**src/ctsc_pkg.sv**
```systemverilog
// ----------------------------------------------------------------------------
// ctsc_pkg
// Shared types and constants of the clock time-set controller.
// ----------------------------------------------------------------------------
package ctsc_pkg;

  localparam int unsigned TickW   = 32;
  localparam int unsigned CountW  = 32;
  localparam int unsigned HourW   = 5;
  localparam int unsigned MinuteW = 6;
  localparam int unsigned SecondW = 6;
  localparam int unsigned CursorW = 2;
  localparam int unsigned DayW    = 17;
  localparam int unsigned RemW    = 12;

  localparam int unsigned DaySeconds    = 86400;
  localparam int unsigned HourSeconds   = 3600;
  localparam int unsigned MinuteSeconds = 60;
  localparam int unsigned HoursPerDay   = 24;
  localparam int unsigned MinutesPerHr  = 60;
  localparam int unsigned MaxHour       = 23;
  localparam int unsigned MaxMinute     = 59;

  localparam logic [TickW-1:0] TimeoutReset = 32'd30000;

  // count / 86400 == (count >> 7) / 675, reciprocal of 675 scaled by 2^35
  localparam int unsigned DayPreShift  = 7;
  localparam int unsigned DayRecipW    = 26;
  localparam logic [DayRecipW-1:0] DayRecip = 26'd50903316;
  localparam int unsigned DayRecipSh   = 35;

  // reciprocal of 3600 scaled by 2^30, of 60 scaled by 2^20
  localparam int unsigned HourRecipW   = 19;
  localparam logic [HourRecipW-1:0] HourRecip = 19'd298262;
  localparam int unsigned HourRecipSh  = 30;
  localparam int unsigned MinRecipW    = 15;
  localparam logic [MinRecipW-1:0] MinRecip = 15'd17477;
  localparam int unsigned MinRecipSh   = 20;

  localparam logic [CursorW-1:0] CursorNone   = 2'd0;
  localparam logic [CursorW-1:0] CursorHour   = 2'd1;
  localparam logic [CursorW-1:0] CursorMinute = 2'd2;

  typedef enum logic [11:0] {
    ST_WORK_ENTRY = 12'b0000_0000_0001,
    ST_WORK       = 12'b0000_0000_0010,
    ST_HOUR_ENTRY = 12'b0000_0000_0100,
    ST_HOUR_WAIT  = 12'b0000_0000_1000,
    ST_MIN_ENTRY  = 12'b0000_0001_0000,
    ST_MIN_WAIT   = 12'b0000_0010_0000,
    ST_HOUR_INC   = 12'b0000_0100_0000,
    ST_HOUR_DEC   = 12'b0000_1000_0000,
    ST_MIN_INC    = 12'b0001_0000_0000,
    ST_MIN_DEC    = 12'b0010_0000_0000,
    ST_UPDATE     = 12'b0100_0000_0000,
    ST_CANCEL     = 12'b1000_0000_0000
  } state_e;

  typedef struct packed {
    logic [TickW-1:0]  tick_ms;
    logic [CountW-1:0] time_count;
    logic              press_set;
    logic              press_up;
    logic              press_down;
  } item_t;

  typedef struct packed {
    logic [HourW-1:0]   hour;
    logic [MinuteW-1:0] minute;
    logic [SecondW-1:0] second;
  } hms_t;

  typedef struct packed {
    logic               setup_mode;
    logic               show_valid;
    logic [HourW-1:0]   show_hour;
    logic [MinuteW-1:0] show_minute;
    logic [SecondW-1:0] show_second;
    logic [CursorW-1:0] cursor_field;
    logic               write_valid;
    logic [DayW-1:0]    write_seconds;
  } result_t;

endpackage

```
**src/ctsc_hms_split.sv**
```systemverilog
// ----------------------------------------------------------------------------
// ctsc_hms_split
// Seconds of the day split into hours, minutes and seconds.
// ----------------------------------------------------------------------------
module ctsc_hms_split (
  input  logic [ctsc_pkg::DayW-1:0] day_rem_i,
  output ctsc_pkg::hms_t            hms_o
);

  localparam int unsigned HProdW = ctsc_pkg::DayW + ctsc_pkg::HourRecipW;
  localparam int unsigned MProdW = ctsc_pkg::RemW + ctsc_pkg::MinRecipW;

  logic [HProdW-1:0]              h_prod;
  logic [ctsc_pkg::HourW-1:0]     hour;
  logic [ctsc_pkg::DayW-1:0]      hour_rem;
  logic [ctsc_pkg::RemW-1:0]      rem;
  logic [MProdW-1:0]              m_prod;
  logic [ctsc_pkg::MinuteW-1:0]   minute;
  logic [ctsc_pkg::RemW-1:0]      sec_full;

  assign h_prod   = HProdW'(day_rem_i) * HProdW'(ctsc_pkg::HourRecip);
  assign hour     = h_prod[ctsc_pkg::HourRecipSh +: ctsc_pkg::HourW];
  assign hour_rem = day_rem_i - ctsc_pkg::DayW'(hour) *
                    ctsc_pkg::DayW'(ctsc_pkg::HourSeconds);
  assign rem      = hour_rem[ctsc_pkg::RemW-1:0];

  assign m_prod   = MProdW'(rem) * MProdW'(ctsc_pkg::MinRecip);
  assign minute   = m_prod[ctsc_pkg::MinRecipSh +: ctsc_pkg::MinuteW];
  assign sec_full = rem - ctsc_pkg::RemW'(minute) *
                    ctsc_pkg::RemW'(ctsc_pkg::MinuteSeconds);

  assign hms_o.hour   = hour;
  assign hms_o.minute = minute;
  assign hms_o.second = sec_full[ctsc_pkg::SecondW-1:0];

endmodule

```
**config.mk**
```make
export PLATFORM = sky130hd
export DESIGN_NAME = ctsc_hms_split
export DESIGN_NICKNAME = d
export VERILOG_FILES = /design/src/ctsc_pkg.sv /design/src/ctsc_hms_split.sv
export SDC_FILE = /design/constraint.sdc
export NUM_CORES = 1
export LEC_CHECK = 0
export BUFFER_PORTS_ARGS = -buffer_cell sky130_fd_sc_hd__buf_2
export CORE_UTILIZATION = 36
export DETAILED_ROUTE_END_ITERATION = 10
export MAX_ROUTING_LAYER = met4
export SETUP_SLACK_MARGIN = 0.4
export SYNTH_ARGS = -nofsm -noshare
export SYNTH_HDL_FRONTEND = slang
export SYNTH_SLANG_ARGS = --single-unit
```
**constraint.sdc**
```tcl
create_clock -name vclk -period 13.7
set_input_delay 0.685 -clock vclk [all_inputs]
set_output_delay 0.685 -clock vclk [all_outputs]
set_load 0.05 [all_outputs]
```
==> results of run 1 <==
through the flow:
step                      setup WS (ps)  utilization  instance area, µm²  hold slack (ps)  instances
after floorplan                     567            -                6430             1540        680
after global placement              617        0.396                6880             1860        938
after detailed placement            430        0.396                6880             1860        938
after CTS                           403        0.396                6880             1860        938
after global routing                405        0.401                6960             1880        940
final                               977        0.401                6960             1840        940
layout make-up:
type                       count  area share
inverter                     211       0.114
multi-input combinational    467       0.816
timing repair buffer          37      0.0296
tap                          225      0.0404
cell usage in the layout, fill, tap and decap left out, types with 2 or more instances in the layout:
cell type / count
buf_4: 3
and3_1: 2
o2111ai_1: 3
a31oi_1: 2
nand3_1: 7
ha_1: 218
o21ai_0: 13
and2_1: 2
o211ai_1: 2
nand2b_1: 2
xor2_1: 5
xnor2_2: 5
nor2b_1: 4
a21oi_1: 12
a211oi_1: 7
fa_1: 84
nand2_1: 9
clkbuf_4: 3
a21o_1: 5
o21bai_1: 2
inv_1: 210
nor2_1: 15
buf_2: 30
a21boi_2: 2
o21a_1: 2
nor3_1: 4
xnor2_1: 22
nand4_1: 5
maj3_2: 3
a21oi_2: 4
worst max path at each step:
stage,start,endpoint,slack [ps],depth (start not counted)
2_1_floorplan,day_rem_i[15],hms_o[4],570,44
3_3_place_gp,day_rem_i[6],hms_o[5],620,49
3_5_place_dp,day_rem_i[9],hms_o[5],430,53
4_1_cts,day_rem_i[9],hms_o[5],400,53
5_1_grt,day_rem_i[6],hms_o[5],410,51
6_report,day_rem_i[6],hms_o[5],980,49
cells by family after synthesis:
family                     Yosys count  share of synthesized area
xor gates and xnor gates            33                     0.0463
adders and majority gates          307                      0.697
and+or+nand+nor                     58                     0.0487
AOI/OAI and AO/OA                   69                     0.0817
buffers and inverters              213                      0.126
Yosys cell counts, drive strengths merged (3+ instances only):
cell type / instances
nand2: 9
nor2: 16
xor2: 6
o21bai: 3
nor3: 4
xnor2: 27
o21ai: 13
o2111ai: 3
maj3: 4
fa: 84
a21boi: 3
nor2b: 4
a21o: 5
inv: 211
a21oi: 16
nand4: 6
nand3: 7
ha: 219
a211oi: 8
routing by layer:
| layer | part of all wire | track usage |
|---|---|---|
| met4 | 0.0055 | 0.00874 |
| met5 | 0 | - |
| met1 | 0.49 | 0.226 |
| met3 | 0.010 | 0 |
| met2 | 0.49 | 0.286 |
what timing repair did:
item,4_1_cts,5_1_grt
gates resized for setup,0,17
endpoints found under the setup margin,0,2
buffers inserted,0,2
==> impl_results.md, run 1 <==
* Mapped Nets at 1000
* Cell mode on critical path: inv_1
* Final Wtd Congestion at 0.869
* Crit Path Class: primary input to output pin
* Area taken by multi-input logic gates at 0.00568 mm²
* Synth warn at 0
* Via/cell ratio at 4.69
* HPWL after DPL at 12.8 mm
* Hold Crit Endpoint: hms_o[0]
* Hold path depth at 2
* Slew Limit Headroom at 0.652
* WL/cell at 14.7 µm
* Syn_area_per_cell at 9.42 µm²
* Filler instances at 1735
* Seq/Total Area, Yosys at 0
* # nets final at 1037
* # rows at 48
* Cell family with most CP delay: adder cells
* Seq cells at 0
* Maximum number of pins on one net before global-route repair at 12
* Gate Count Post-Synth at 680
* Total area of sequential cells at 0 µm²
* GRT overflow at 0
* Top-area cell type share of the netlist area at 0.428
* Drt pass-1 iters at 4
* Antenna-violating nets left at 0
* Sum of negative setup slack at 0 ps
* Tcrit/Tclk final at 0.929
* WP data required at 13020 ps
* Critical Path Fanout Max at 9
* Hold-fix buffers, CTS at 0
* CORE AREA at 0.0174 mm²
* RSZ-0062 raised after global routing: false
* Ports at 34
* Slowest stage delay, CP at 540 ps
* Die W at 135 µm
* Initial antenna violation count at 0
* Status: complete, no violations
* Die height at 135 µm
* Max_cap viols at 0
* Dominant cell type by area after synthesis: ha_1
* CP bufs+invs at 12
* F_max at 78.6 MHz
* # setup viols final at 0
* Startpoint types: primary input
* Vias in the first global route at 4601
* Clock buf count at 0
* Worst Max-Slew Pin Slew at 518 ps
* Final hold viol count at 0
* Worst Hold Launch: day_rem_i[0]
* Crit-path slowest cell: fa_1
* Post-synthesis instance area at 0.00640 mm²
* Final Slew Violations at 0
* WL final at 13.8 mm
* Vias post-DR at 4412
* Layout cells sized above 1 at 0.0951
* Cell variety after synth at 53
* Min cycle time layout at 12720 ps
* Area Growth Syn to Fin at 8.73%
* Residual DRC at 0
* Starting Density at 0.369
* Worst hold path type: primary input to output pin
* 1st-iter DRT viols at 113
* GRT Total Usage at 0.165
* N_diodes at 0
* Crit path DAT at 12040 ps
* Crit. End Element: output pin
* Wire length of the first global-routing pass at 22.9 mm
* Full die area at 0.0183 mm²
* Count of input and output buffers at 34
* Top post-synthesis cells by area: ha_1 43%, fa_1 26%, inv_1 12%, xnor2_1 3.6%, a21oi_1 1.1%
Power of run 1 is not shown: default switching activity piles up to over one toggle a cycle in this logic, so the estimate is an artifact.
==> run 2: changes to the inputs <==
Settings changed: CORE_MARGIN from default to 2.
Clock period 13.7 ns to 12.5 ns, I/O delays scaled along.
==> impl_results.md, run 2 (synthesized netlist as in run 1, its figures left out) <==
* # rows at 48 (unchanged)
* Starting Density at 0.369 (unchanged)
* Worst hold path type: primary input to output pin
* Worst Hold Launch: day_rem_i[1]
* Startpoint types: primary input
* Crit-path slowest cell: fa_1
* Residual DRC at 0 (unchanged)
* GRT overflow at 0 (unchanged)
* Cell family with most CP delay: adder cells
* Full die area at 0.0189 mm² (+3.0%)
* HPWL after DPL at 13.6 mm (+5.7%)
* Crit Path Class: primary input to output pin
* Min cycle time layout at 11760 ps
* Vias in the first global route at 4865 (+5.7%)
* Hold Crit Endpoint: hms_o[1]
* Wire length of the first global-routing pass at 24.6 mm (+7.9%)
* Max_cap viols at 0 (unchanged)
* Hold path depth at 2 (unchanged)
* Initial antenna violation count at 0 (unchanged)
* Count of input and output buffers at 34 (unchanged)
* N_diodes at 0 (unchanged)
* Die W at 137 µm (+1.5%)
* Status: complete, no violations
* Vias post-DR at 4651 (+5.4%)
* CP bufs+invs at 8 (-4)
* Ports at 34 (unchanged)
* F_max at 85.1 MHz
* Slowest stage delay, CP at 580 ps (+40 ps)
* Area Growth Syn to Fin at 21.4%
* Via/cell ratio at 4.76 (+1.3%)
* RSZ-0062 raised after global routing: true
* WL/cell at 15.2 µm (+3.2%)
* Critical Path Fanout Max at 5 (-4)
* Die height at 137 µm (+1.5%)
* Cell mode on critical path: ha_4
* Clock buf count at 0 (unchanged)
* Drt pass-1 iters at 4 (unchanged)
* WL final at 14.8 mm (+7.3%)
* Sum of negative setup slack at 0 ps (unchanged)
* WP data required at 11880 ps (-1140 ps)
* Total area of sequential cells at 0 µm² (unchanged)
* Most frequent cells in the layout: 199 x inv_1, 193 x ha_1, 78 x fa_1
* Slew Limit Headroom at 0.638 (-0.0146)
* Most common cell after layout, fill and taps aside: inv_1
* Tcrit/Tclk final at 0.941
* Layout cells sized above 1 at 0.216 (+0.121)
* Maximum number of pins on one net before global-route repair at 12 (unchanged)
* Seq cells at 0 (unchanged)
* Worst Max-Slew Pin Slew at 540 ps (+22.1 ps)
* 1st-iter DRT viols at 125 (+11%)
* Final hold viol count at 0 (unchanged)
* Layout Cells excl Fill at 978 (+4.0%)
* # nets final at 1075 (+3.7%)
* # setup viols final at 0 (unchanged)
* CORE AREA at 0.0174 mm² (unchanged)
* GRT Total Usage at 0.172 (+0.00702)
* Crit path DAT at 11130 ps (-910 ps)
* Antenna-violating nets left at 0 (unchanged)
* Placed insts at 962 (+2.6%)
* Crit. End Element: output pin
* Final Wtd Congestion at 0.923 (+6.1%)
* Final Util at 0.448 (+0.0466)
* Final Slew Violations at 0 (unchanged)
## run 2: layout make-up
cell class                 count  area, µm²
timing repair buffer          75        544
tap                          225        282
inverter                     211        798
multi-input combinational    467       6150
fill                        1678       9580
## run 2: worst max path at each step
stage,startpoint,endpoint,cells after the start
finish,day_rem_i[16],hms_o[5],47
global route,day_rem_i[15],hms_o[5],49
CTS,day_rem_i[8],hms_o[5],49
detailed placement,day_rem_i[14],hms_o[5],47
global placement,day_rem_i[9],hms_o[5],52
floorplan,day_rem_i[14],hms_o[5],45
## run 2: timing repair
item	4_1_cts	5_1_grt
hold buffers	0	0
setup buffers	8	8
gates resized for setup	22	53
endpoints found under the hold margin	0	0
pin swaps	30	52
setup endpoints to repair	2	2
## run 2: stage by stage
stage / hold WS [ps] / setup slack [ps] / cell area (µm²)
after global placement: 1750 / 164 / 7290
after global routing: 1770 / 364 / 7770
after floorplan: 1420 / 406 / 6660
after detailed placement: 1750 / 60.7 / 7290
final: 1730 / 743 / 7770
after CTS: 1750 / 402 / 7460
## run 2: metal layers
metal	global-route usage	wire length, µm
met5	-	0
met4	0.00859	95
met3	0.00662	395
met2	0.300	7440
met1	0.234	6900
Power of run 2 is left out for the same reason.
==> run 3: changes to the inputs <==
Settings changed: CELL_PAD_IN_SITES_DETAIL_PLACEMENT from default to 1, CELL_PAD_IN_SITES_GLOBAL_PLACEMENT from default to 2, PLACE_DENSITY_LB_ADDON from default to 0.1.
==> impl_results.md, run 3 (synthesized netlist as in run 1, its figures left out) <==
* # nets final at 1077 (+0.19%)
* GRT Total Usage at 0.203 (+0.0317)
* WL/cell at 17.9 µm (+18%)
* Most frequent cells in the layout: 200 x ha_1, 197 x inv_1, 77 x fa_1
* WL final at 17.5 mm (+18%)
* Worst Max-Slew Pin Slew at 613 ps (+73.1 ps)
* Crit-path slowest cell: fa_2
* Final Wtd Congestion at 0.829 (-10%)
* # setup viols final at 0 (unchanged)
* Ports at 34 (unchanged)
* Hold Crit Endpoint: hms_o[0]
* Drt pass-1 iters at 4 (unchanged)
* Worst Hold Launch: day_rem_i[0]
* # rows at 48 (unchanged)
* Initial antenna violation count at 0 (unchanged)
* Antenna-violating nets left at 0 (unchanged)
* Critical Path Fanout Max at 7 (+2)
* Clock buf count at 0 (unchanged)
* Crit. End Element: output pin
* Most common cell after layout, fill and taps aside: ha_1
* N_diodes at 0 (unchanged)
* Total area of sequential cells at 0 µm² (unchanged)
* Slew Limit Headroom at 0.589 (-0.0491)
* Worst hold path type: primary input to output pin
* Full die area at 0.0189 mm² (unchanged)
* Residual DRC at 0 (unchanged)
* Vias in the first global route at 5513 (+13%)
* Startpoint types: primary input
* F_max at 83.6 MHz (-1.7%)
* Layout Cells excl Fill at 980 (+0.20%)
* Layout cells sized above 1 at 0.215 (-0.00190)
* CORE AREA at 0.0174 mm² (unchanged)
* RSZ-0062 raised after global routing: true
* GRT overflow at 0 (unchanged)
* Tcrit/Tclk final at 0.957 (+0.0160)
* Cell mode on critical path: ha_4
* Hold-fix buffers, CTS at 0 (unchanged)
* Final hold viol count at 0 (unchanged)
* Die height at 137 µm (unchanged)
* Wire length of the first global-routing pass at 28.7 mm (+16%)
* HPWL after DPL at 16.3 mm (+20%)
* Status: complete, no violations
* Placed insts at 970 (+0.83%)
* Hold path depth at 2 (unchanged)
* Filler instances at 1996 (+19%)
* 1st-iter DRT viols at 79 (-37%)
* WP data required at 11880 ps (about the same)
* Area Growth Syn to Fin at 20.8%
* Maximum number of pins on one net before global-route repair at 12 (unchanged)
* Min cycle time layout at 11960 ps (+200 ps)
* Final Slew Violations at 0 (unchanged)
* Crit Path Class: primary input to output pin
* Crit path DAT at 11330 ps (+200 ps)
* Slowest stage delay, CP at 560 ps (-20 ps)
* Starting Density at 0.369 (unchanged)
* Die W at 137 µm (unchanged)
* Via/cell ratio at 4.87 (+2.3%)
* Max_cap viols at 0 (unchanged)
* Count of input and output buffers at 34 (unchanged)
* Seq cells at 0 (unchanged)
* Vias post-DR at 4770 (+2.6%)
==> run 3: cell types whose count changed in the layout (fill, tap and decap cells not counted), sizes merged <==
cell	before	now
buf	72	76
clkbuf	3	1
==> run 3: layout make-up <==
class,instances,area [µm²],area share
multi-input cells,467,6110,0.790
inverters,211,798,0.103
repair buffers,77,547,0.0707
well taps,225,282,0.0364
==> run 3: timing repair <==
action                                  in CTS  in global routing
gates cloned                                 0                  0
endpoints found under the setup margin       2                  2
endpoints found under the hold margin        0                  0
gates resized for setup                     35                 35
buffers inserted                             8                  2
pin swaps                                   43                 25
==> run 3: worst max-delay path by stage <==
| stage | from | slack, ps | to |
|---|---|---|---|
| finish | day_rem_i[8] | 540 | hms_o[5] |
| global route | day_rem_i[16] | 160 | hms_o[5] |
| CTS | day_rem_i[9] | 420 | hms_o[5] |
| detailed placement | day_rem_i[15] | -180 | hms_o[5] |
| global placement | day_rem_i[14] | 20 | hms_o[5] |
| floorplan | day_rem_i[14] | 410 | hms_o[5] |
==> run 3: critical path: cells and delay by family <==
kind | cells | cell delay (ps)
and+or+nand+nor | 4 | 670
xor gates and xnor gates | 5 | 680
AOI/OAI and AO/OA | 11 | 1870
adders and majority gates | 20 | 6710
buffers and inverters | 8 | 730
==> run 3: stage by stage <==
step           hold WS [ps]  TNS (ps)  utilization  setup WS (ps)  instance area, µm²
3_3_place_gp           1750         0        0.423           19.6                7350
3_5_place_dp           1750      -183        0.423           -183                7350
6_report               1730         0        0.446            543                7740
5_1_grt                1750         0        0.446            155                7740
4_1_cts                1750         0        0.437            420                7580
2_1_floorplan          1420         0            -            406                6660
==> run 3: layer usage <==
| metal | GRT usage | vias to the layer above | wire length [µm] |
|---|---|---|---|
| li1 | - | 2344 | - |
| met1 | 0.251 | 2383 | 7690 |
| met2 | 0.386 | 29 | 9490 |
| met3 | 0.00331 | 14 | 152 |
| met4 | 0.0160 | 0 | 204 |
| met5 | - | - | 0 |
Power of run 3 is left out for the same reason.
