===== config.mk =====
export PLATFORM = sky130hd
export DESIGN_NAME = ctsc_fsm
export DESIGN_NICKNAME = d
export VERILOG_FILES = /design/src/ctsc_pkg.sv /design/src/ctsc_fsm.sv
export SDC_FILE = /design/constraint.sdc
export NUM_CORES = 1
export LEC_CHECK = 0
export BUFFER_PORTS_ARGS = -buffer_cell sky130_fd_sc_hd__clkbuf_2
export CORE_AREA = 3 3 154 156
export DETAILED_ROUTE_END_ITERATION = 10
export DIE_AREA = 0 0 157 159
export GPL_TIMING_DRIVEN = 0
export REMOVE_ABC_BUFFERS = 1
export SLEW_MARGIN = 30
export SYNTH_ARGS = -nofsm -noshare
export SYNTH_HDL_FRONTEND = slang
export SYNTH_SLANG_ARGS = --single-unit

===== constraint.sdc =====
create_clock -name clk_i -period 6 [get_ports clk_i]
set_input_delay 1.2 -clock clk_i [delete_from_list [all_inputs] [get_ports clk_i]]
set_output_delay 1.2 -clock clk_i [all_outputs]
set_load 0.005 [all_outputs]

===== src/ctsc_pkg.sv =====
// ----------------------------------------------------------------------------
// ctsc_pkg
// Shared types and constants of the clock time-set controller.
// ----------------------------------------------------------------------------
package ctsc_pkg;

  localparam int unsigned TickW   = 32;
  localparam int unsigned CountW  = 32;
  localparam int unsigned HourW   = 5;
  localparam int unsigned MinuteW = 6;
  localparam int unsigned SecondW = 6;
  localparam int unsigned CursorW = 2;
  localparam int unsigned DayW    = 17;
  localparam int unsigned RemW    = 12;

  localparam int unsigned DaySeconds    = 86400;
  localparam int unsigned HourSeconds   = 3600;
  localparam int unsigned MinuteSeconds = 60;
  localparam int unsigned HoursPerDay   = 24;
  localparam int unsigned MinutesPerHr  = 60;
  localparam int unsigned MaxHour       = 23;
  localparam int unsigned MaxMinute     = 59;

  localparam logic [TickW-1:0] TimeoutReset = 32'd30000;

  // count / 86400 == (count >> 7) / 675, reciprocal of 675 scaled by 2^35
  localparam int unsigned DayPreShift  = 7;
  localparam int unsigned DayRecipW    = 26;
  localparam logic [DayRecipW-1:0] DayRecip = 26'd50903316;
  localparam int unsigned DayRecipSh   = 35;

  // reciprocal of 3600 scaled by 2^30, of 60 scaled by 2^20
  localparam int unsigned HourRecipW   = 19;
  localparam logic [HourRecipW-1:0] HourRecip = 19'd298262;
  localparam int unsigned HourRecipSh  = 30;
  localparam int unsigned MinRecipW    = 15;
  localparam logic [MinRecipW-1:0] MinRecip = 15'd17477;
  localparam int unsigned MinRecipSh   = 20;

  localparam logic [CursorW-1:0] CursorNone   = 2'd0;
  localparam logic [CursorW-1:0] CursorHour   = 2'd1;
  localparam logic [CursorW-1:0] CursorMinute = 2'd2;

  typedef enum logic [11:0] {
    ST_WORK_ENTRY = 12'b0000_0000_0001,
    ST_WORK       = 12'b0000_0000_0010,
    ST_HOUR_ENTRY = 12'b0000_0000_0100,
    ST_HOUR_WAIT  = 12'b0000_0000_1000,
    ST_MIN_ENTRY  = 12'b0000_0001_0000,
    ST_MIN_WAIT   = 12'b0000_0010_0000,
    ST_HOUR_INC   = 12'b0000_0100_0000,
    ST_HOUR_DEC   = 12'b0000_1000_0000,
    ST_MIN_INC    = 12'b0001_0000_0000,
    ST_MIN_DEC    = 12'b0010_0000_0000,
    ST_UPDATE     = 12'b0100_0000_0000,
    ST_CANCEL     = 12'b1000_0000_0000
  } state_e;

  typedef struct packed {
    logic [TickW-1:0]  tick_ms;
    logic [CountW-1:0] time_count;
    logic              press_set;
    logic              press_up;
    logic              press_down;
  } item_t;

  typedef struct packed {
    logic [HourW-1:0]   hour;
    logic [MinuteW-1:0] minute;
    logic [SecondW-1:0] second;
  } hms_t;

  typedef struct packed {
    logic               setup_mode;
    logic               show_valid;
    logic [HourW-1:0]   show_hour;
    logic [MinuteW-1:0] show_minute;
    logic [SecondW-1:0] show_second;
    logic [CursorW-1:0] cursor_field;
    logic               write_valid;
    logic [DayW-1:0]    write_seconds;
  } result_t;

endpackage


===== src/ctsc_fsm.sv =====
// ----------------------------------------------------------------------------
// ctsc_fsm
// Setup state machine: pending presses, edit values, display and write result.
// ----------------------------------------------------------------------------
module ctsc_fsm (
  input  logic                       clk_i,
  input  logic                       rst_ni,
  input  logic                       step_i,
  input  ctsc_pkg::item_t            item_i,
  input  ctsc_pkg::hms_t             hms_i,
  input  logic [ctsc_pkg::TickW-1:0] timeout_i,
  output ctsc_pkg::result_t          result_o
);

  ctsc_pkg::state_e               state_q, state_d;
  logic [ctsc_pkg::TickW-1:0]     entry_tick_q, entry_tick_d;
  logic [ctsc_pkg::CountW-1:0]    last_count_q, last_count_d;
  logic [ctsc_pkg::HourW-1:0]     edit_hour_q, edit_hour_d;
  logic [ctsc_pkg::MinuteW-1:0]   edit_min_q, edit_min_d;
  logic                           pend_set_q, pend_set_d;
  logic                           pend_up_q, pend_up_d;
  logic                           pend_down_q, pend_down_d;
  logic                           mode_q, mode_d;

  logic                           p_set, p_up, p_down;
  logic [ctsc_pkg::TickW-1:0]     elapsed;
  logic                           expired;
  logic                           hour_phase;
  logic [ctsc_pkg::HourW:0]       hour_plus;
  logic [ctsc_pkg::MinuteW:0]     min_plus;
  logic [ctsc_pkg::DayW-1:0]      edit_seconds;

  assign p_set   = pend_set_q  | item_i.press_set;
  assign p_up    = pend_up_q   | item_i.press_up;
  assign p_down  = pend_down_q | item_i.press_down;
  // elapsed time wraps with the tick
  assign elapsed = item_i.tick_ms - entry_tick_q;
  assign expired = elapsed >= timeout_i;
  assign hour_phase = (state_q == ctsc_pkg::ST_HOUR_WAIT);
  assign hour_plus  = {1'b0, edit_hour_q} + 1'b1;
  assign min_plus   = {1'b0, edit_min_q} + 1'b1;
  assign edit_seconds =
    ctsc_pkg::DayW'(edit_hour_q) * ctsc_pkg::DayW'(ctsc_pkg::HourSeconds) +
    ctsc_pkg::DayW'(edit_min_q) * ctsc_pkg::DayW'(ctsc_pkg::MinuteSeconds);

  always_comb begin
    state_d      = state_q;
    entry_tick_d = entry_tick_q;
    last_count_d = last_count_q;
    edit_hour_d  = edit_hour_q;
    edit_min_d   = edit_min_q;
    pend_set_d   = pend_set_q;
    pend_up_d    = pend_up_q;
    pend_down_d  = pend_down_q;
    mode_d       = mode_q;
    result_o     = '0;

    if (step_i) begin
      pend_set_d  = p_set;
      pend_up_d   = p_up;
      pend_down_d = p_down;

      case (state_q)
        ctsc_pkg::ST_WORK_ENTRY, ctsc_pkg::ST_WORK: begin
          mode_d  = 1'b0;
          state_d = ctsc_pkg::ST_WORK;
          if (item_i.time_count != last_count_q) begin
            result_o.show_valid  = 1'b1;
            result_o.show_hour   = hms_i.hour;
            result_o.show_minute = hms_i.minute;
            result_o.show_second = hms_i.second;
            last_count_d         = item_i.time_count;
          end
          // entering setup drops any up or down waiting in work mode
          if (p_set) begin
            pend_set_d  = 1'b0;
            pend_up_d   = 1'b0;
            pend_down_d = 1'b0;
            edit_hour_d = hms_i.hour;
            edit_min_d  = hms_i.minute;
            state_d     = ctsc_pkg::ST_HOUR_ENTRY;
          end
        end
        ctsc_pkg::ST_HOUR_ENTRY, ctsc_pkg::ST_MIN_ENTRY: begin
          mode_d                = 1'b1;
          result_o.show_valid   = 1'b1;
          result_o.show_hour    = edit_hour_q;
          result_o.show_minute  = edit_min_q;
          entry_tick_d          = item_i.tick_ms;
          if (state_q == ctsc_pkg::ST_HOUR_ENTRY) begin
            result_o.cursor_field = ctsc_pkg::CursorHour;
            state_d               = ctsc_pkg::ST_HOUR_WAIT;
          end else begin
            result_o.cursor_field = ctsc_pkg::CursorMinute;
            state_d               = ctsc_pkg::ST_MIN_WAIT;
          end
        end
        ctsc_pkg::ST_HOUR_WAIT, ctsc_pkg::ST_MIN_WAIT: begin
          // a pending button beats the timeout
          if (expired) begin
            state_d = ctsc_pkg::ST_CANCEL;
          end
          if (p_set) begin
            pend_set_d = 1'b0;
            state_d    = hour_phase ? ctsc_pkg::ST_MIN_ENTRY : ctsc_pkg::ST_UPDATE;
          end else if (p_up) begin
            pend_up_d = 1'b0;
            state_d   = hour_phase ? ctsc_pkg::ST_HOUR_INC : ctsc_pkg::ST_MIN_INC;
          end else if (p_down) begin
            pend_down_d = 1'b0;
            state_d     = hour_phase ? ctsc_pkg::ST_HOUR_DEC : ctsc_pkg::ST_MIN_DEC;
          end
        end
        ctsc_pkg::ST_HOUR_INC: begin
          if (hour_plus >= (ctsc_pkg::HourW+1)'(ctsc_pkg::HoursPerDay)) begin
            edit_hour_d = '0;
          end else begin
            edit_hour_d = hour_plus[ctsc_pkg::HourW-1:0];
          end
          state_d = ctsc_pkg::ST_HOUR_ENTRY;
        end
        ctsc_pkg::ST_HOUR_DEC: begin
          if (edit_hour_q == '0 || edit_hour_q > ctsc_pkg::HourW'(ctsc_pkg::MaxHour)) begin
            edit_hour_d = ctsc_pkg::HourW'(ctsc_pkg::MaxHour);
          end else begin
            edit_hour_d = edit_hour_q - 1'b1;
          end
          state_d = ctsc_pkg::ST_HOUR_ENTRY;
        end
        ctsc_pkg::ST_MIN_INC: begin
          if (min_plus >= (ctsc_pkg::MinuteW+1)'(ctsc_pkg::MinutesPerHr)) begin
            edit_min_d = '0;
          end else begin
            edit_min_d = min_plus[ctsc_pkg::MinuteW-1:0];
          end
          state_d = ctsc_pkg::ST_MIN_ENTRY;
        end
        ctsc_pkg::ST_MIN_DEC: begin
          if (edit_min_q == '0 || edit_min_q > ctsc_pkg::MinuteW'(ctsc_pkg::MaxMinute)) begin
            edit_min_d = ctsc_pkg::MinuteW'(ctsc_pkg::MaxMinute);
          end else begin
            edit_min_d = edit_min_q - 1'b1;
          end
          state_d = ctsc_pkg::ST_MIN_ENTRY;
        end
        ctsc_pkg::ST_UPDATE: begin
          result_o.write_valid   = 1'b1;
          result_o.write_seconds = edit_seconds;
          state_d                = ctsc_pkg::ST_WORK_ENTRY;
        end
        default: begin
          state_d = ctsc_pkg::ST_WORK_ENTRY;
        end
      endcase

      result_o.setup_mode = mode_d;
    end
  end

  always_ff @(posedge clk_i or negedge rst_ni) begin
    if (!rst_ni) begin
      state_q      <= ctsc_pkg::ST_WORK_ENTRY;
      entry_tick_q <= '0;
      last_count_q <= '0;
      edit_hour_q  <= '0;
      edit_min_q   <= '0;
      pend_set_q   <= 1'b0;
      pend_up_q    <= 1'b0;
      pend_down_q  <= 1'b0;
      mode_q       <= 1'b0;
    end else begin
      state_q      <= state_d;
      entry_tick_q <= entry_tick_d;
      last_count_q <= last_count_d;
      edit_hour_q  <= edit_hour_d;
      edit_min_q   <= edit_min_d;
      pend_set_q   <= pend_set_d;
      pend_up_q    <= pend_up_d;
      pend_down_q  <= pend_down_d;
      mode_q       <= mode_d;
    end
  end

endmodule


==> run_summary.xml, run 1 <==
<?xml version="1.0" encoding="UTF-8"?>
<metrics>
  <group name="run">
    <metric name="max_cap_violations" unit="">0</metric>
  </group>
  <group name="final_layout">
    <metric name="diodes" unit="">0</metric>
    <metric name="final_core_util" unit="">0.463</metric>
    <metric name="fin_area" unit="µm²">10400</metric>
    <metric name="nNetsFinal" unit="">1442</metric>
    <metric name="mostFrequentLayoutCell" unit="">sky130_fd_sc_hd__clkbuf_2</metric>
    <metric name="area_delta_synth_final" unit="%">17.2</metric>
    <metric name="post_route_cells_drive_above_1_share" unit="">0.221</metric>
    <metric name="final_cell_mix" unit="">sky130_fd_sc_hd__clkbuf_2 (154), sky130_fd_sc_hd__ha_1 (119), sky130_fd_sc_hd__inv_1 (104)</metric>
  </group>
  <group name="timing">
    <metric name="layout_setup_ws" unit="ps">178</metric>
    <metric name="rsz0062_at_grt" unit="">yes</metric>
    <metric name="hold-worst-slack" unit="ps">494</metric>
    <metric name="fmax" unit="MHz">172</metric>
    <metric name="final-setup-viol-count" unit="">0</metric>
    <metric name="finClkSkew" unit="ps">10.4</metric>
    <metric name="timing.final.crit_share" unit="">0.970</metric>
    <metric name="timing_hold_violations_final" unit="">0</metric>
    <metric name="post-route-min-period" unit="ps">5820</metric>
    <metric name="maxSlewViolCount" unit="">0</metric>
    <metric name="relSlewSlack" unit="">0.385</metric>
    <metric name="timing_worst_slew_pin_value" unit="ps">920</metric>
  </group>
  <group name="worst_setup_path">
    <metric name="timing.critical_path.to_type" unit="">output port</metric>
    <metric name="startpoint_type" unit="">register</metric>
    <metric name="critPathLaunch" unit="">edit_min_q[2]</metric>
    <metric name="critical_path.cell_chain" unit="">buf_4 &gt; fa_1 &gt; fa_1 &gt; inv_1 &gt; fa_1 &gt; inv_1 &gt; a21o_1 &gt; a21oi_2 &gt; o21bai_1 &gt; a21oi_1 &gt; xnor2_1 &gt; ha_1 &gt; or2_2 &gt; a21oi_2 &gt; a211oi_2 &gt; and4_1 &gt; nor3_1 &gt; clkbuf_2</metric>
    <metric name="cpMostUsedCell" unit="">sky130_fd_sc_hd__fa_1</metric>
    <metric name="critical-path-max-stage-delay" unit="ps">530</metric>
    <metric name="worst-endpoint-arrival" unit="ps">4620</metric>
    <metric name="critical_path_peak_fanout" unit="">7</metric>
    <metric name="critical_path_class" unit="">register to output port</metric>
    <metric name="worst-endpoint-required" unit="ps">4800</metric>
    <metric name="crit_path_top_delay_cell" unit="">sky130_fd_sc_hd__fa_1</metric>
    <metric name="worst_path_dominant_cell_family" unit="">adder cells</metric>
    <metric name="regToRegStartpoint" unit="">entry_tick_q[9]</metric>
    <metric name="cp.buffers_inverters" unit="">4</metric>
  </group>
  <group name="worst_hold_path">
    <metric name="hold_path_class" unit="">register to register</metric>
    <metric name="min_from" unit="">entry_tick_q[0]</metric>
  </group>
  <group name="drt">
    <metric name="drt_iter0_markers" unit="">440</metric>
    <metric name="remaining_drc_errors" unit="">0</metric>
    <metric name="drt-total-wl" unit="µm">21700</metric>
    <metric name="drt-vias-per-instance" unit="">5.17</metric>
    <metric name="route.detailed.wl_per_inst" unit="µm">14.7</metric>
    <metric name="drt-pass1-iter-count" unit="">5</metric>
    <metric name="dr_total_vias" unit="">7651</metric>
    <metric name="postRouteAntennaNets" unit="">0</metric>
  </group>
  <group name="synthesis">
    <metric name="syn-instance-count" unit="">1032</metric>
    <metric name="postSynthAreaPerCell" unit="µm²">8.62</metric>
    <metric name="post_synth_num_cell_types" unit="">68</metric>
    <metric name="synth-main-ff-cell" unit="">sky130_fd_sc_hd__dfrtp_1</metric>
    <metric name="netlist_area" unit="µm²">8900</metric>
    <metric name="yosysWarnings" unit="">0</metric>
    <metric name="synth_edf_count" unit="">0</metric>
    <metric name="ys_seq_area_frac" unit="">0.256</metric>
    <metric name="yosys_register_bits" unit="">91</metric>
    <metric name="synth-async-reset-ratio" unit="">1.00</metric>
  </group>
  <group name="power">
    <metric name="total_switching_power" unit="µW">3220</metric>
    <metric name="seqPwrFrac" unit="">0.169</metric>
    <metric name="power_report.internal_total" unit="µW">3500</metric>
    <metric name="static-leakage-power" unit="µW">0.00524</metric>
    <metric name="power.combinational.fraction" unit="">0.750</metric>
    <metric name="tot_pwr" unit="µW">6720</metric>
    <metric name="power.density_cell_area" unit="nW/µm²">645</metric>
    <metric name="vdd_ir_drop_max" unit="µV">636</metric>
    <metric name="clkPwrFrac" unit="">0.080</metric>
    <metric name="swShare" unit="">0.479</metric>
  </group>
  <group name="floorplanning">
    <metric name="io_pins" unit="">158</metric>
    <metric name="die_area" unit="µm²">25000</metric>
    <metric name="die_w" unit="µm">157</metric>
    <metric name="initial_core_util" unit="">0.395</metric>
    <metric name="fp.dieH" unit="µm">159</metric>
    <metric name="placement_rows" unit="">55</metric>
    <metric name="core_area" unit="µm²">22500</metric>
  </group>
  <group name="status">
    <metric name="status" unit="">complete, no violations</metric>
  </group>
  <group name="place">
    <metric name="dp_slack" unit="ps">-116</metric>
    <metric name="io_buffer_count" unit="">155</metric>
    <metric name="gp_congestion" unit="">0.887</metric>
    <metric name="detailedPlacementHpwl" unit="µm">17000</metric>
    <metric name="placed_area" unit="µm²">10000</metric>
  </group>
  <group name="global_route">
    <metric name="grt.busiest_layer" unit="">met2</metric>
    <metric name="grtUsageMet3" unit="">0.0228</metric>
    <metric name="overflow" unit="">0</metric>
    <metric name="maximum_number_of_pins_on_one_net_before_global_route_repair" unit="">49</metric>
    <metric name="grt_antenna_before_repair" unit="">0</metric>
    <metric name="grtUsageMet2" unit="">0.293</metric>
    <metric name="global_route.usage.total" unit="">0.175</metric>
    <metric name="grt_pass1_vias" unit="">7667</metric>
    <metric name="use_met1" unit="">0.244</metric>
    <metric name="grt_pass1_wl" unit="µm">36500</metric>
  </group>
  <group name="clocking">
    <metric name="holdBufCountCts" unit="">0</metric>
    <metric name="tritoncts.num_buffers" unit="">9</metric>
    <metric name="cts_htree_levels" unit="">3</metric>
    <metric name="cts_tree" unit="">yes</metric>
    <metric name="clockRootBuffer" unit="">sky130_fd_sc_hd__clkbuf_16</metric>
    <metric name="clkSlewWorstSetupHoldPaths" unit="ps">70</metric>
    <metric name="clock_tree.buffer_depth" unit="">2</metric>
    <metric name="cts.sink_count" unit="">91</metric>
    <metric name="clk_latency" unit="ps">350</metric>
  </group>
</metrics>
## registers in the layout (all words and copies together) (netlist names)
register,flops
edit_hour_q,5
edit_min_q,6
pend_down_q,1
last_count_q,32
pend_set_q,1
entry_tick_q,32
pend_up_q,1
mode_q,1
state_q,12
## repair_timing
action,in CTS,in global routing
setup endpoints to repair,5,8
resized for setup,3,13
buffers inserted,1,10
pin swaps,0,2
gates cloned,0,0
## final cells by class
cell class	instances	area [µm²]
fillers	2205	12100
multi-input cells	812	6150
flip-flops and latches	91	2280
repair buffers	169	950
inverters	107	413
well taps	285	357
clock buffers	9	225
clock inverters	6	48.8
## stage by stage
stage,TNS (ps),cells
finish,0,1479
global route,-118,1479
CTS,0,1469
detailed placement,-695,1453
global placement,-3410,1450
floorplan,0,1010
## layer usage
layer	wire, µm	up-vias
met1	10600	3557
li1	-	3938
met4	186	0
met2	10100	143
met3	822	13
met5	0	-
## synth_stat cells, types with 3 or more instances
cell | n | share of area
sky130_fd_sc_hd__dfrtp_1 | 90 | 0.25
sky130_fd_sc_hd__nand3b_1 | 6 | 0.0051
sky130_fd_sc_hd__buf_2 | 7 | 0.0039
sky130_fd_sc_hd__xnor2_1 | 35 | 0.034
sky130_fd_sc_hd__or2_2 | 7 | 0.0049
sky130_fd_sc_hd__o21bai_1 | 7 | 0.0059
sky130_fd_sc_hd__o22ai_1 | 3 | 0.0021
sky130_fd_sc_hd__a21o_1 | 35 | 0.030
sky130_fd_sc_hd__xor2_1 | 51 | 0.050
sky130_fd_sc_hd__nand3_1 | 10 | 0.0056
sky130_fd_sc_hd__mux2_2 | 34 | 0.043
sky130_fd_sc_hd__clkbuf_1 | 11 | 0.0046
sky130_fd_sc_hd__o21a_1 | 6 | 0.0051
sky130_fd_sc_hd__or4_1 | 3 | 0.0025
sky130_fd_sc_hd__a31oi_1 | 8 | 0.0056
sky130_fd_sc_hd__nand2b_1 | 11 | 0.0077
sky130_fd_sc_hd__a21oi_1 | 69 | 0.039
sky130_fd_sc_hd__or4_4 | 3 | 0.0038
sky130_fd_sc_hd__nor4_1 | 15 | 0.011
sky130_fd_sc_hd__a41oi_1 | 3 | 0.0030
sky130_fd_sc_hd__a21boi_0 | 6 | 0.0051
sky130_fd_sc_hd__fa_1 | 14 | 0.032
sky130_fd_sc_hd__o21ai_0 | 91 | 0.051
sky130_fd_sc_hd__nor3_1 | 25 | 0.014
sky130_fd_sc_hd__a311oi_1 | 3 | 0.0030
sky130_fd_sc_hd__a22oi_1 | 3 | 0.0025
sky130_fd_sc_hd__and3_1 | 8 | 0.0056
sky130_fd_sc_hd__nor2_1 | 63 | 0.027
sky130_fd_sc_hd__and2_1 | 11 | 0.0077
sky130_fd_sc_hd__a21o_2 | 3 | 0.0030
sky130_fd_sc_hd__a221oi_1 | 4 | 0.0039
sky130_fd_sc_hd__a211oi_1 | 7 | 0.0059
sky130_fd_sc_hd__ha_1 | 119 | 0.17
sky130_fd_sc_hd__inv_1 | 107 | 0.045
sky130_fd_sc_hd__a2111oi_0 | 4 | 0.0039
sky130_fd_sc_hd__nor2b_1 | 5 | 0.0035
sky130_fd_sc_hd__nand4_1 | 15 | 0.011
sky130_fd_sc_hd__mux2_4 | 7 | 0.012
sky130_fd_sc_hd__nand2_1 | 86 | 0.036
## final timing paths
path,endpoint,slack (ps),cells past startpoint
min,entry_tick_q[0],490,2
min in group asynchronous,entry_tick_q[15],800,1
max reg2reg,state_q[11],1030,17
max in group asynchronous,state_q[0],4580,2
min reg2reg,entry_tick_q[0],490,2
max,result_o[16],180,18
## power groups by stage
stage          Sequential [µW]  Clock (µW)  Combinational (µW)
2_1_floorplan             1090           0                3830
3_3_place_gp              1150           0                4700
3_5_place_dp              1160           0                4790
4_1_cts                   1140         561                4850
5_1_grt                   1180         583                5770
6_report                  1140         540                5040
## logic make-up (layout without fill, tap and decap cells)
kind of cell | Yosys count | after routing | share of synthesized area
AND/OR/NAND/NOR | 277 | 277 | 0.155
AO/OA/AOI/OAI | 272 | 272 | 0.189
adder cells (fa/ha/maj) | 133 | 133 | 0.199
buffers and inverters | 130 | 291 | 0.0602
flip-flops | 91 | 91 | 0.256
XOR/XNOR | 86 | 86 | 0.0847
multiplexers | 42 | 42 | 0.0560
other | 1 | 2 | 0.000422
## worst reg2reg max path: cells and delay by family, from the launching register on
kind | cells | cell delay (ps)
multiplexers | 1 | 390
flip-flops | 1 | 320
buffers and inverters | 1 | 50
adder cells (fa/ha/maj) | 2 | 660
AND/OR/NAND/NOR | 3 | 630
AO/OA/AOI/OAI | 10 | 2810
Power figures use the tool's default switching activity.
==> inputs of run 2 (changes only) <==
Settings changed: CORE_AREA 3 3 154 156 to 3 3 145 147, DIE_AREA 0 0 157 159 to 0 0 148 150, PLACE_DENSITY from default to 0.66, REMOVE_ABC_BUFFERS 1 to default.
==> run 2 against run 1 <==
  * Global-route usage increased by 2.3 points
  * Flip-flop and latch count unchanged
  * Final cell count increased by 0.68%
  * First-iteration DRC count decreased by 5.2%
  * Die area fell by 11%
  * Worst hold slack better by 7.4 ps
  * Critical path depth fell by 1
  * Sequential power barely moved
  * Fmax increased by 1.1%
  * Wire length is 2.2% higher
  * Via count up 3.1%
  * Total power rose by 0.61%
  * Critical endpoint is now result_o[15]
  * Largest cell class unchanged
==> run_summary.xml, run 2 (synthesis gave the netlist of run 1 again) <==
<?xml version="1.0" encoding="UTF-8"?>
<metrics>
  <group name="worst_setup_path">
    <metric name="critical_path_class" unit="">register to output port</metric>
    <metric name="worst-endpoint-arrival" unit="ps">4560</metric>
    <metric name="critical_path_peak_fanout" unit="">7</metric>
    <metric name="r2r_cells" unit="">18</metric>
    <metric name="critPathLaunch" unit="">edit_min_q[2]</metric>
    <metric name="regToRegStartpoint" unit="">entry_tick_q[0]</metric>
    <metric name="worst-endpoint-required" unit="ps">4800</metric>
    <metric name="timing.critical_path.to_type" unit="">output port</metric>
    <metric name="setup.worst_path.end" unit="">result_o[15]</metric>
    <metric name="startpoint_type" unit="">register</metric>
    <metric name="worst_reg2reg_endpoint" unit="">state_q[8]</metric>
    <metric name="regToRegSetupSlack" unit="ps">1300</metric>
  </group>
  <group name="floorplanning">
    <metric name="io_pins" unit="">158</metric>
    <metric name="fp.dieH" unit="µm">150</metric>
    <metric name="core_area" unit="µm²">20000</metric>
    <metric name="placement_rows" unit="">52</metric>
    <metric name="initial_core_util" unit="">0.444</metric>
    <metric name="die_w" unit="µm">148</metric>
    <metric name="die_area" unit="µm²">22200</metric>
  </group>
  <group name="timing">
    <metric name="layout_setup_ws" unit="ps">242</metric>
    <metric name="timing.final.crit_share" unit="">0.960</metric>
    <metric name="fmax" unit="MHz">174</metric>
    <metric name="hold-worst-slack" unit="ps">501</metric>
    <metric name="finClkSkew" unit="ps">10.5</metric>
    <metric name="maxSlewViolCount" unit="">0</metric>
    <metric name="final-setup-viol-count" unit="">0</metric>
    <metric name="rsz0062_at_grt" unit="">yes</metric>
    <metric name="timing_hold_violations_final" unit="">0</metric>
    <metric name="post-route-min-period" unit="ps">5760</metric>
    <metric name="timing_worst_slew_pin_value" unit="ps">665</metric>
    <metric name="relSlewSlack" unit="">0.555</metric>
  </group>
  <group name="final_layout">
    <metric name="area_delta_synth_final" unit="%">18.0</metric>
    <metric name="diodes" unit="">0</metric>
    <metric name="registers_with_the_most_flip_flops" unit="">entry_tick_q (32), last_count_q (32), state_q (12)</metric>
    <metric name="mostFrequentLayoutCell" unit="">sky130_fd_sc_hd__clkbuf_2</metric>
    <metric name="fin_cells" unit="">1489</metric>
    <metric name="fin_area" unit="µm²">10500</metric>
    <metric name="final_cell_mix" unit="">sky130_fd_sc_hd__clkbuf_2 (154), sky130_fd_sc_hd__ha_1 (119), sky130_fd_sc_hd__inv_1 (105)</metric>
    <metric name="nNetsFinal" unit="">1466</metric>
    <metric name="post_route_cells_drive_above_1_share" unit="">0.222</metric>
  </group>
  <group name="power">
    <metric name="power.density_cell_area" unit="nW/µm²">644</metric>
    <metric name="tot_pwr" unit="µW">6760</metric>
    <metric name="swShare" unit="">0.477</metric>
    <metric name="vdd_ir_drop_max" unit="µV">851</metric>
    <metric name="power.combinational.fraction" unit="">0.742</metric>
    <metric name="clkPwrFrac" unit="">0.089</metric>
    <metric name="total_switching_power" unit="µW">3230</metric>
    <metric name="power_report.internal_total" unit="µW">3530</metric>
    <metric name="seqPwrFrac" unit="">0.168</metric>
    <metric name="static-leakage-power" unit="µW">0.00533</metric>
  </group>
  <group name="clocking">
    <metric name="clock_tree.buffer_depth" unit="">2</metric>
    <metric name="clkSlewWorstSetupHoldPaths" unit="ps">80</metric>
    <metric name="cts_tree" unit="">yes</metric>
    <metric name="cts.sink_count" unit="">91</metric>
    <metric name="clockRootBuffer" unit="">sky130_fd_sc_hd__clkbuf_16</metric>
    <metric name="tritoncts.num_buffers" unit="">9</metric>
    <metric name="clk_latency" unit="ps">350</metric>
    <metric name="cts_htree_levels" unit="">3</metric>
  </group>
  <group name="run">
    <metric name="max_cap_violations" unit="">0</metric>
  </group>
  <group name="drt">
    <metric name="route.detailed.wl_per_inst" unit="µm">14.9</metric>
    <metric name="dr_total_vias" unit="">7890</metric>
    <metric name="drt-vias-per-instance" unit="">5.30</metric>
    <metric name="remaining_drc_errors" unit="">0</metric>
    <metric name="drt-total-wl" unit="µm">22200</metric>
    <metric name="postRouteAntennaNets" unit="">0</metric>
    <metric name="drt_iter0_markers" unit="">417</metric>
    <metric name="drt-pass1-iter-count" unit="">4</metric>
  </group>
  <group name="global_route">
    <metric name="grtUsageMet2" unit="">0.316</metric>
    <metric name="global_route.usage.total" unit="">0.198</metric>
    <metric name="grt.busiest_layer" unit="">met2</metric>
    <metric name="grt_pass1_vias" unit="">7644</metric>
    <metric name="use_met1" unit="">0.278</metric>
    <metric name="maximum_number_of_pins_on_one_net_before_global_route_repair" unit="">71</metric>
    <metric name="overflow" unit="">0</metric>
    <metric name="grtUsageMet3" unit="">0.0270</metric>
    <metric name="grt_antenna_before_repair" unit="">0</metric>
    <metric name="grt_pass1_wl" unit="µm">36400</metric>
  </group>
  <group name="status">
    <metric name="status" unit="">complete, no violations</metric>
  </group>
  <group name="place">
    <metric name="dp_slack" unit="ps">58.8</metric>
    <metric name="placed_area" unit="µm²">10100</metric>
    <metric name="detailedPlacementHpwl" unit="µm">17700</metric>
    <metric name="io_buffer_count" unit="">155</metric>
    <metric name="place_inst" unit="">1459</metric>
    <metric name="gp_congestion" unit="">0.916</metric>
  </group>
  <group name="worst_hold_path">
    <metric name="hold_path_class" unit="">register to register</metric>
  </group>
</metrics>
-- run 2: changes by cell type in the layout (fill, tap and decap cells not counted), moves of 3 or more --
cell / delta
sky130_fd_sc_hd__buf_2: +7
sky130_fd_sc_hd__buf_4: +5
sky130_fd_sc_hd__clkbuf_1: +11
sky130_fd_sc_hd__clkinvlp_4: -3
sky130_fd_sc_hd__nor2_1: +3
-- run 2: repair_timing --
item | CTS | global route
gates resized for setup | 2 | 8
pin swaps | 0 | 2
hold buffers | 0 | 0
setup buffers | 0 | 14
endpoints found under the setup margin | 3 | 12
-- run 2: worst max-delay path, stage by stage, from the launching register on --
cell and delay (ps):
sky130_fd_sc_hd__dfrtp_2 470, sky130_fd_sc_hd__buf_4 170, sky130_fd_sc_hd__fa_1 520, sky130_fd_sc_hd__fa_1 440
sky130_fd_sc_hd__ha_1 290, sky130_fd_sc_hd__a21o_1 180, sky130_fd_sc_hd__a21oi_1 220, sky130_fd_sc_hd__o21bai_1 110
sky130_fd_sc_hd__a21oi_2 180, sky130_fd_sc_hd__o21ai_0 120, sky130_fd_sc_hd__xor2_1 170, sky130_fd_sc_hd__ha_1 310
sky130_fd_sc_hd__nand3_1 70, sky130_fd_sc_hd__or4_1 440, sky130_fd_sc_hd__a21oi_1 190, sky130_fd_sc_hd__xnor2_1 140
sky130_fd_sc_hd__nor2_1 60, sky130_fd_sc_hd__clkbuf_2 120
-- run 2: worst min-delay path by stage --
stage / startpoint / endpoint / slack, ps / cells past startpoint
after floorplan: mode_q / mode_q / 450 / 2
after global placement: entry_tick_q[0] / entry_tick_q[0] / 470 / 2
after detailed placement: entry_tick_q[31] / entry_tick_q[31] / 490 / 2
after CTS: entry_tick_q[31] / entry_tick_q[31] / 500 / 2
after global routing: mode_q / mode_q / 520 / 2
final: entry_tick_q[31] / entry_tick_q[31] / 500 / 2
-- run 2: layer usage --
layer | vias to the layer above | share of wire
met2 | 203 | 0.46
met5 | - | 0
met4 | 0 | 0.021
met1 | 3654 | 0.47
li1 | 3997 | -
met3 | 36 | 0.055
-- run 2: area by class of cell --
class / instances / area (µm²)
buffer: 23 / 134
clock buffer: 9 / 225
clock inverter: 7 / 87.6
fill: 1932 / 9540
inverter: 107 / 409
multi-input combinational: 812 / 6110
sequential: 91 / 2280
tap: 270 / 338
timing repair buffer: 170 / 917
-- run 2: power groups by stage --
stage	combinational [µW]	sequential, µW	clock, µW
4_1_cts	4820	1150	620
3_3_place_gp	4690	1140	0
6_report	5020	1140	603
3_5_place_dp	4770	1160	0
5_1_grt	5730	1180	649
2_1_floorplan	3850	1090	0
-- run 2: stage by stage --
step	setup TNS, ps	utilization
floorplan	0	-
global placement	-753	0.500
detailed placement	0	0.502
CTS	0	0.517
global route	-509	0.524
finish	0	0.524
